File: src/rtl/dtri_pkg.sv
// ----------------------------------------------------------------------------
// Decimal text to rounded int16: shared package
// Scanner phase codes, the scanner state record and the character and
// clamp constants used by the scanner step and the top level.
// ----------------------------------------------------------------------------
package dtri_pkg;

  // Scanner phases of one token.
  typedef enum logic [2:0] {
    PH_LEAD   = 3'd0,
    PH_SIGNED = 3'd1,
    PH_INT    = 3'd2,
    PH_FRAC   = 3'd3,
    PH_DONE   = 3'd4,
    PH_BAD    = 3'd5
  } scan_phase_t;

  localparam int unsigned AccWidth = 17;
  localparam int unsigned ResWidth = 16;

  // Accumulated state of the token seen so far.
  typedef struct packed {
    scan_phase_t         phase;
    logic                negative;
    logic [AccWidth-1:0] magnitude;
    logic                add_one;
    logic                digit_seen;
  } scan_state_t;

  localparam scan_state_t SCAN_RESET = '{
    phase:      PH_LEAD,
    negative:   1'b0,
    magnitude:  '0,
    add_one:    1'b0,
    digit_seen: 1'b0
  };

  // Character codes.
  localparam logic [7:0] CH_SPACE = 8'd32;
  localparam logic [7:0] CH_TAB   = 8'd9;
  localparam logic [7:0] CH_LF    = 8'd10;
  localparam logic [7:0] CH_CR    = 8'd13;
  localparam logic [7:0] CH_MINUS = 8'd45;
  localparam logic [7:0] CH_PLUS  = 8'd43;
  localparam logic [7:0] CH_POINT = 8'd46;
  localparam logic [7:0] CH_ZERO  = 8'd48;
  localparam logic [7:0] CH_FIVE  = 8'd53;
  localparam logic [7:0] CH_NINE  = 8'd57;

  // Saturation and clamp limits.
  localparam logic [AccWidth-1:0] ACC_MAX     = '1;
  localparam logic [AccWidth:0]   POS_MAG_MAX = 18'd32767;
  localparam logic [AccWidth:0]   NEG_MAG_MAX = 18'd32768;

endpackage

File: src/rtl/decimal_text_to_rounded_int16_unit.sv
// ----------------------------------------------------------------------------
// Decimal text to rounded int16 unit
// Streaming parser that turns a decimal number token into a rounded,
// clamped 16-bit signed integer.
// ----------------------------------------------------------------------------
// The block takes one byte of a token per transaction, with tlast on the
// final byte, and sustains one byte per clock cycle. Each byte is first
// captured in an input register; as it leaves it, the scanner state
// (phase, sign, 17-bit saturating accumulator with its multiply-by-ten add,
// rounding and digit flags) is updated, and a final byte loads the result
// register, which offers the result. Leading blanks are skipped, a sign and
// one point are accepted, the first fraction digit rounds halves away from
// zero, trailing text is ignored, and a malformed or digitless token gives
// 0. The input stalls only while a result waits and a further final byte
// is ready to replace it.
module decimal_text_to_rounded_int16_unit (
  input  logic        clk,
  input  logic        rst,
  input  logic        s_axis_tvalid,
  output logic        s_axis_tready,
  input  logic [7:0]  s_axis_tdata,   // [7:0] text_byte
  input  logic        s_axis_tlast,   // final_byte
  output logic        m_axis_tvalid,
  input  logic        m_axis_tready,
  output logic [15:0] m_axis_tdata    // [15:0] rounded_value
);

  logic                  in_valid;
  logic [7:0]            in_byte;
  logic                  in_last;
  logic                  advance;
  dtri_pkg::scan_state_t scan;
  dtri_pkg::scan_state_t scan_next;
  logic [15:0]           result_next;
  logic                  out_valid;
  logic [15:0]           out_data;

  // A byte leaves the input register unless it is final and the result
  // register is still occupied.
  assign advance       = in_valid && (!in_last || !out_valid || m_axis_tready);
  assign s_axis_tready = !in_valid || advance;

  // Input register.
  always_ff @(posedge clk) begin
    if (rst) begin
      in_valid <= 1'b0;
    end else if (s_axis_tready) begin
      in_valid <= s_axis_tvalid;
    end
  end

  always_ff @(posedge clk) begin
    if (s_axis_tready && s_axis_tvalid) begin
      in_byte <= s_axis_tdata;
      in_last <= s_axis_tlast;
    end
  end

  // Scanner step.
  dtri_step u_step (
    .cur          (scan),
    .text_byte    (in_byte),
    .final_byte   (in_last),
    .nxt          (scan_next),
    .rounded_value(result_next)
  );

  // Scanner state.
  always_ff @(posedge clk) begin
    if (rst) begin
      scan <= dtri_pkg::SCAN_RESET;
    end else if (advance) begin
      scan <= scan_next;
    end
  end

  // Result register.
  always_ff @(posedge clk) begin
    if (rst) begin
      out_valid <= 1'b0;
    end else if (advance && in_last) begin
      out_valid <= 1'b1;
    end else if (m_axis_tready) begin
      out_valid <= 1'b0;
    end
  end

  always_ff @(posedge clk) begin
    if (advance && in_last) begin
      out_data <= result_next;
    end
  end

  assign m_axis_tvalid = out_valid;
  assign m_axis_tdata  = out_data;

  // A final byte always leaves the scanner at its start.
  assert property (@(posedge clk) disable iff (rst)
    advance && in_last |=> scan == dtri_pkg::SCAN_RESET)
    else $error("scanner not restarted after final byte");

  // A result appears only after a final byte has been processed.
  assert property (@(posedge clk) disable iff (rst)
    $rose(out_valid) |-> $past(advance && in_last))
    else $error("result raised without a final byte");

  // A held byte in the input register is not overwritten.
  assert property (@(posedge clk) disable iff (rst)
    in_valid && !advance |=> in_valid && $stable(in_byte) && $stable(in_last))
    else $error("held input byte lost");

  // No digit seen means nothing accumulated and no rounding.
  assert property (@(posedge clk) disable iff (rst)
    !scan.digit_seen |-> (scan.magnitude == '0) && !scan.add_one)
    else $error("accumulator set without a digit");

endmodule

File: src/rtl/dtri_step.sv
// ----------------------------------------------------------------------------
// Decimal text to rounded int16: scanner step
// Combinational update of the scanner state for one byte, together with
// the rounded and clamped result that the token gives if the byte is final.
// ----------------------------------------------------------------------------
module dtri_step (
  input  dtri_pkg::scan_state_t cur,
  input  logic [7:0]            text_byte,
  input  logic                  final_byte,
  output dtri_pkg::scan_state_t nxt,
  output logic [15:0]           rounded_value
);

  logic                           is_blank;
  logic                           is_numeral;
  logic [3:0]                     digit_val;
  logic [20:0]                    acc_times_ten;
  logic [dtri_pkg::AccWidth-1:0]  acc_digit;
  dtri_pkg::scan_state_t          absorbed;
  logic [dtri_pkg::AccWidth:0]    mag_round;
  logic [dtri_pkg::AccWidth:0]    mag_clamp;
  logic                           no_value;

  // Character classes.
  assign is_blank = (text_byte == dtri_pkg::CH_SPACE) || (text_byte == dtri_pkg::CH_TAB) ||
                    (text_byte == dtri_pkg::CH_LF) || (text_byte == dtri_pkg::CH_CR);
  assign is_numeral = (text_byte >= dtri_pkg::CH_ZERO) && (text_byte <= dtri_pkg::CH_NINE);
  assign digit_val = 4'(text_byte - dtri_pkg::CH_ZERO);

  // Multiply by ten as two shifted copies, add the digit and saturate.
  assign acc_times_ten = {1'b0, cur.magnitude, 3'b000} + {3'b000, cur.magnitude, 1'b0}
                         + {17'd0, digit_val};
  assign acc_digit = (acc_times_ten > {4'd0, dtri_pkg::ACC_MAX}) ? dtri_pkg::ACC_MAX
                                                                 : acc_times_ten[16:0];

  // Phase transitions for one byte.
  always_comb begin
    absorbed = cur;
    unique case (cur.phase)
      dtri_pkg::PH_LEAD: begin
        if (is_blank) begin
          absorbed.phase = dtri_pkg::PH_LEAD;
        end else if (text_byte == dtri_pkg::CH_MINUS) begin
          absorbed.negative = 1'b1;
          absorbed.phase    = dtri_pkg::PH_SIGNED;
        end else if (text_byte == dtri_pkg::CH_PLUS) begin
          absorbed.phase = dtri_pkg::PH_SIGNED;
        end else if (is_numeral) begin
          absorbed.magnitude  = acc_digit;
          absorbed.digit_seen = 1'b1;
          absorbed.phase      = dtri_pkg::PH_INT;
        end else if (text_byte == dtri_pkg::CH_POINT) begin
          absorbed.phase = dtri_pkg::PH_FRAC;
        end else begin
          absorbed.phase = dtri_pkg::PH_BAD;
        end
      end
      dtri_pkg::PH_SIGNED: begin
        if (is_numeral) begin
          absorbed.magnitude  = acc_digit;
          absorbed.digit_seen = 1'b1;
          absorbed.phase      = dtri_pkg::PH_INT;
        end else if (text_byte == dtri_pkg::CH_POINT) begin
          absorbed.phase = dtri_pkg::PH_FRAC;
        end else begin
          absorbed.phase = dtri_pkg::PH_BAD;
        end
      end
      dtri_pkg::PH_INT: begin
        if (is_numeral) begin
          absorbed.magnitude  = acc_digit;
          absorbed.digit_seen = 1'b1;
        end else if (text_byte == dtri_pkg::CH_POINT) begin
          absorbed.phase = dtri_pkg::PH_FRAC;
        end else begin
          absorbed.phase = dtri_pkg::PH_DONE;
        end
      end
      dtri_pkg::PH_FRAC: begin
        // Only the first fraction digit decides the rounding.
        if (is_numeral) begin
          absorbed.digit_seen = 1'b1;
          if (text_byte >= dtri_pkg::CH_FIVE) begin
            absorbed.add_one = 1'b1;
          end
        end
        absorbed.phase = dtri_pkg::PH_DONE;
      end
      dtri_pkg::PH_DONE: begin
        absorbed.phase = dtri_pkg::PH_DONE;
      end
      default: begin
        absorbed.phase = dtri_pkg::PH_BAD;
      end
    endcase
  end

  // Rounding, clamping and sign of the result.
  assign mag_round = {1'b0, absorbed.magnitude} + {17'd0, absorbed.add_one};
  assign no_value  = (absorbed.phase == dtri_pkg::PH_BAD) ||
                     (absorbed.phase == dtri_pkg::PH_LEAD) || !absorbed.digit_seen;

  always_comb begin
    if (absorbed.negative) begin
      mag_clamp = (mag_round > dtri_pkg::NEG_MAG_MAX) ? dtri_pkg::NEG_MAG_MAX : mag_round;
    end else begin
      mag_clamp = (mag_round > dtri_pkg::POS_MAG_MAX) ? dtri_pkg::POS_MAG_MAX : mag_round;
    end
  end

  always_comb begin
    if (no_value) begin
      rounded_value = '0;
    end else if (absorbed.negative) begin
      rounded_value = 16'(~mag_clamp[15:0] + 16'd1);
    end else begin
      rounded_value = mag_clamp[15:0];
    end
  end

  // The final byte returns the scanner to its start.
  assign nxt = final_byte ? dtri_pkg::SCAN_RESET : absorbed;

endmodule
File: config.mk
export PLATFORM = sky130hd
export DESIGN_NAME = decimal_text_to_rounded_int16_unit
export DESIGN_NICKNAME = d
export VERILOG_FILES = /design/src/rtl/dtri_pkg.sv /design/src/rtl/decimal_text_to_rounded_int16_unit.sv /design/src/rtl/dtri_step.sv
export SDC_FILE = /design/constraint.sdc
export NUM_CORES = 1
export LEC_CHECK = 0
export ABC_AREA = 0
export BUFFER_PORTS_ARGS = -buffer_cell sky130_fd_sc_hd__buf_2
export CELL_PAD_IN_SITES_DETAIL_PLACEMENT = 1
export CELL_PAD_IN_SITES_GLOBAL_PLACEMENT = 1
export CORE_AREA = 2 2 121 123
export DETAILED_ROUTE_END_ITERATION = 10
export DIE_AREA = 0 0 123 125
export PLACE_DENSITY_LB_ADDON = 0.1
export SLEW_MARGIN = 20
export SYNTH_ARGS = -nofsm -noshare
export SYNTH_HDL_FRONTEND = slang
export SYNTH_SLANG_ARGS = --single-unit
File: constraint.sdc
create_clock -name clk -period 11.1 [get_ports clk]
set_clock_uncertainty 0.2 [all_clocks]
set_input_delay 2.22 -clock clk [delete_from_list [all_inputs] [get_ports clk]]
set_output_delay 2.22 -clock clk [all_outputs]
set_load 0.03 [all_outputs]
# Word level (Yosys, flattened, before mapping)
# Cells that the tools add are included.
# word_totals
ff_bits	50
input_bits	13
elab_cells	86
# classes
add_sub_neg	5
n_lt_le_gt_ge	6
n_eq_ne	12
n_mux	31
bitwise_logic	1
reduce_logical	21
# op_table
cell	n
17-bit 2-to-1 mux	4
16-bit 2-to-1 mux	4
17-bit one-hot mux with 2 select lines	1
8-bit by 6-bit equality test with 1-bit output (second input constant)	4
8-bit by 4-bit equality test with 1-bit output (second input constant)	3
23-bit 2-to-1 mux	1
20-bit by 18-bit adder with 21-bit output	1
21-bit by 4-bit adder with 21-bit output	1
21-bit by 17-bit greater-than comparator with 1-bit output (second input constant)	1
3-bit 2-to-1 mux	7
17-bit by 1-bit adder with 18-bit output	1
18-bit by 15-bit greater-than comparator with 1-bit output (second input constant)	1
18-bit by 16-bit greater-than comparator with 1-bit output (second input constant)	1
18-bit 2-to-1 mux	1
16-bit by 1-bit adder with 16-bit output (second input constant)	1
8-bit by 6-bit >= comparator with 1-bit output (second input constant)	2
16-bit NOT	1
3-bit one-hot mux with 4 select lines	1
1-bit 2-to-1 mux	10
8-bit by 6-bit less-or-equal comparator with 1-bit output (second input constant)	1
1-bit logical OR	8
3-bit by 2-bit equality test with 1-bit output (second input constant)	2
3-bit equality test (second input constant)	2
3-bit zero test	2
other kinds (8)	15

# Depth between registers and ports, before layout
# logic_depth
ltp_word	16
ltp_mapped	33

# Hierarchy
# From an unflattened synthesis, not the netlist that was laid out.
# hier_totals
hier_cells	695
hier_area_um2	5571.6
# modules_own_cells
module	instances	cells_per_inst	area_per_inst_um2
dtri_step	1	559	3657.3
decimal_text_to_rounded_int16_unit	1	136	1914.3

# Worst setup path before layout
# No wires, ideal clock.
# synth_path
path_type	register -> register
from	reg scan[4] in the netlist's numbering
to	reg out_data[14] (netlist: m_axis_tdata[14]) (data pin)
setup_time_ps	274
t_arrival_ps	6697
slack_ps	3929
stages_incl_launch_ff	32
path_buffers	2
period_less_slack_ps	7171
cell_sequence	dfxtp_1 clkbuf_1 inv_1 fa_1 inv_1 ha_1 a21o_1 nand4_1 a2111oi_4 o31a_1 or3_4 a21boi_4 buf_4 nand3_2 nor2_1 a21oi_1 ha_1 ha_1 o21ai_0 a31oi_2 xnor2_2 and3_1 o211ai_2 o41ai_4 nand2b_1 o21ai_0 ha_1 and3_1 o2111a_1 or3_1 a32oi_1 o311ai_1
# synth_via
elab_chain_len	16
# synth_rtl
item	line_no	text
start: declaration	decimal_text_to_rounded_int16_unit.sv:32	dtri_pkg::scan_state_t scan;
start signal: assignment	decimal_text_to_rounded_int16_unit.sv:71	scan <= dtri_pkg::SCAN_RESET;
start signal: assignment	decimal_text_to_rounded_int16_unit.sv:73	scan <= scan_next;
20-bit by 18-bit adder with 21-bit output	dtri_step.sv:31	assign acc_times_ten = {1'b0, cur.magnitude, 3'b000} + {3'b000, cur.magnitude, 1'b0}
21-bit by 4-bit adder with 21-bit output	dtri_step.sv:32	+ {17'd0, digit_val};
21-bit by 17-bit greater-than comparator with 1-bit output	dtri_step.sv:33	assign acc_digit = (acc_times_ten > {4'd0, dtri_pkg::ACC_MAX}) ? dtri_pkg::ACC_MAX
17-bit 2-to-1 mux	dtri_step.sv:33	
17-bit 2-to-1 mux	dtri_step.sv:48, dtri_step.sv:59, dtri_step.sv:70	
17-bit 2-to-1 mux	dtri_step.sv:46	end else if (text_byte == dtri_pkg::CH_PLUS) begin
17-bit 2-to-1 mux	dtri_step.sv:43	end else if (text_byte == dtri_pkg::CH_MINUS) begin
18-bit 2-to-1 mux	dtri_step.sv:41	if (is_blank) begin
17-bit one-hot mux with 2 select lines (*)	dtri_step.sv:39	unique case (cur.phase)
17-bit by 1-bit adder with 18-bit output (*)	dtri_step.sv:99	assign mag_round = {1'b0, absorbed.magnitude} + {17'd0, absorbed.add_one};
18-bit by 15-bit greater-than comparator with 1-bit output / 18-bit by 16-bit greater-than comparator with 1-bit output (equally long branches)	dtri_step.sv:107, dtri_step.sv:105	
16-bit 2-to-1 mux (on tied branches)	dtri_step.sv:107, dtri_step.sv:105	
16-bit 2-to-1 mux (*)	dtri_step.sv:104	if (absorbed.negative) begin
16-bit NOT	dtri_step.sv:115	rounded_value = 16'(~mag_clamp[15:0] + 16'd1);
16-bit by 1-bit adder with 16-bit output	dtri_step.sv:115	
16-bit 2-to-1 mux (*)	dtri_step.sv:114	end else if (absorbed.negative) begin
end signal: assignment	decimal_text_to_rounded_int16_unit.sv:90	out_data <= result_next;
end: declaration	decimal_text_to_rounded_int16_unit.sv:36	logic [15:0] out_data;
# Mark *: on every way between the ends. The rest lies on a longest branch, timed or not.
# A chain may end at the register's enable or synchronous reset.

# Worst setup path after layout
# Ends and elaborated chain as after synthesis.

==> impl_metrics.csv <==
group,metric,value,unit
run_status,status,"finished clean",
global_routing,busiest_layer,"met2",
logic_synthesis,synth_top_family_by_area,"compound AO/OA/AOI/OAI gates",
detailed_routing,drtIter0Drc,412,
setup_path,critPathMaxFanout,19,
global_routing,antenna_found_initial,0,
logic_synthesis,syn_area_per_cell,8.037,sq um
setup_path,worst_setup_path_start_kind,"flop",
sta,setup_viol,0,
finish,fillCellCount,1743,
global_routing,grt_pass1_vias,5498,
global_routing,met2_usage,0.3880,
logic_synthesis,syn_area,0.005280,sq mm
detailed_routing,wl_per_cell,20.50,um
setup_path,critPathSlowestCell,"o41ai_4",
global_routing,gr-usage-met3,0.03376,
clock_tree,cts_made_buffers,5,
sta,fmax,115.5,MHz
detailed_routing,via_count,5271,
sta,slew_headroom,0.3074,
detailed_routing,viasPerCell,6.158,
finish,multi_input_area,0.003812,sq mm
logic_synthesis,synth_most_common_cell,"nor2_1",
placed_design,portBuffers,30,
sta,period_needed,8662,ps
die,start_util,0.3717,
clock_tree,clock_latency,300,ps
setup_path,slowest_delay,840,ps
clock_tree,cts_max_level,2,
clock_tree,cts_setup_buffers,0,
clock_tree,ctsResizeCount,0,
finish,drive_above_1_share,0.1235,
clock_tree,clockBufferDepth,2,
logic_synthesis,synthMuxAreaShare,0.01185,
sta,tightest_slew,1035,ps
finish,antenna_cells,0,
global_routing,grt_use_met1,0.3246,
logic_synthesis,synth_top_flop_cell,"edfxtp_1",
clock_tree,cts.reportedPaths.clkPinSlew,70,ps
clock_tree,cts_sinks,50,
sta,finalHoldViolations,0,
setup_path,crit_path_end_kind,"flop",
placed_design,gp_congestion,0.9383,
power_and_ir_drop,ir_worst_vdd,0.00005164,V
detailed_routing,first_pass_iters,5,
detailed_routing,route.detailed.drc,0,
global_routing,overflow,0,
clock_tree,postCtsHoldBufs,0,
run,drv_cap,0,
setup_path,worst_ep_required_time,10920,ps
logic_synthesis,ys_seq_area_frac,0.2370,
logic_synthesis,synth_top_cell_by_area,"edfxtp_1",
logic_synthesis,async_reset_ff_frac,0,
detailed_routing,wl,17.54,mm
die,dieHeight,125,um
sta,fin_tns_setup,0,ps
logic_synthesis,ys_seq_elements,50,
logic_synthesis,synth_area_leaders,"edfxtp_1, dfxtp_1, ha_1",
clock_tree,cts_tree,"built",
setup_path,path_common_cell,"ha_1",
logic_synthesis,ys_warn_count,0,
power_and_ir_drop,power_density,75.69,mW/mm^2
global_routing,grt_pass1_wl,28.92,mm
die,design.core.area,0.01420,sq mm
clock_tree,clockRootBuffer,"clkbuf_16",
sta,rsz0062_at_grt,"false",
sta,holdWs,308.9,ps
hold_path,hold_class,"flop to flop",
logic_synthesis,synth_edf_count,25,
die,die_x,123,um
sta,setup_slack,2438,ps
sta,fin_crit_sh,0.7803,
placed_design,hpwl,13.72,mm
placed_design,pre_cts_slack,2453,ps
die,boundaryPins,31,
logic_synthesis,synth-simple-area-share,0.2751,
finish,nNetsFinal,722,
logic_synthesis,synth_compound_area_frac,0.2964,
power_and_ir_drop,p_leak,2.302,nW
logic_synthesis,yosys.area_share.xor_xnor,0.04431,
logic_synthesis,synthTopCellsByCount,"nor2_1, nand2_1, a21oi_1",
logic_synthesis,synthesis.nets,708,
sta,final_max_slew_viol_count,0,
global_routing,grt_usage,0.2372,
setup_path,worstSetupPathType,"flop to flop",
logic_synthesis,netlist_instances,657,
finish,regArea,0.001251,sq mm
global_routing,grt_max_degree,38,
logic_synthesis,yosysUniqueCellTypes,96,
detailed_routing,ant_nets,0,
die,die-area,0.01538,sq mm
logic_synthesis,yosysTopAreaCellShare,0.1422,
logic_synthesis,synthAdderAreaFrac,0.09289,
finish,syn2layout_area_growth,8.057,%
die,core.rowCount,44,
setup_path,cp.arrival,8490,ps
## power breakdown
part | internal [W] | switching (W)
sequential | 0.000198 | 0.00000529
clock | 0.0000838 | 0.0000716
combinational | 0.0000243 | 0.0000484
total | 0.000307 | 0.000125
## flip-flops by register name, indices dropped and copies added, names as in the netlist
signal         count
in_last            1
in_byte            8
in_valid           1
m_axis_tvalid      1
scan              23
m_axis_tdata      16
## metrics by stage
step                instances  utilization  cell area [sq um]  total power [W]
floorplan                 657            -               5280        0.0002593
global placement          848       0.3915               5560        0.0002790
detailed placement        848       0.3915               5560        0.0002800
CTS                       856       0.4017               5705        0.0004377
global route              856       0.4017               5705        0.0004512
finish                    856       0.4017               5705        0.0004319
## area by class of cell
type                       count  share of cell area
timing repair buffer          35             0.03289
tap                          184             0.04035
clock buffer                   5             0.02193
clock inverter                 3            0.003509
inverter                      21             0.01382
sequential                    50              0.2193
multi-input combinational    558              0.6682
## cell usage in the layout (no fill, tap or decap), types with 4 or more instances in the layout
cell,count
nand2b_1,7
or3_1,10
a31oi_1,10
and4_1,7
edfxtp_1,25
buf_2,30
nand2_1,53
o31a_1,5
nand3_1,25
a41oi_1,7
a21oi_1,49
xnor2_1,10
ha_1,36
o211ai_1,5
nor2_1,81
nor3_2,4
o31ai_1,4
inv_1,21
xor2_1,13
dfxtp_1,25
o22ai_1,4
o21ai_0,32
a31o_2,4
mux2i_1,4
nor2b_1,5
a22oi_1,11
a21o_1,9
nor3_1,20
nand4_1,13
or4_1,4
a211oi_1,6
clkbuf_16,5
buf_4,5
nor4_1,4
and2_1,11
o21bai_1,4
and3_1,14
## cells by family (layout without fill, tap and decap cells)
family                   after synthesis  in the layout
AO/OA/AOI/OAI                        209            209
XOR/XNOR                              25             25
adder cells (fa/ha/maj)               38             38
buffers and inverters                 49             64
flip-flops                            50             50
multiplexers                           6              6
AND/OR/NAND/NOR                      280            280
## metal layers
layer | vias up | share of wire
met4 | 0 | 0.022
met5 | - | 0
met1 | 2592 | 0.47
li1 | 2538 | -
met3 | 30 | 0.031
met2 | 111 | 0.48
## critical path: cells and delay by family, from the launching register on
family          cells  cell delay, ps
compound gates     13            3400
simple gates        8            1950
fa+ha+maj           5            1880
flops               1             490
xor+xnor            1             350
buf+inv             1             120
## final timing paths
| path | cells after the start | from | slack [ps] | to |
|---|---|---|---|---|
| worst max register to register | 28 | scan[4] | 2440 | m_axis_tdata[14] |
| worst max-delay path | 28 | scan[4] | 2440 | m_axis_tdata[14] |
| worst min register to register | 1 | scan[1] | 310 | scan[1] |
| worst min-delay path | 1 | scan[1] | 310 | scan[1] |
(Power assumes the default switching activity.)
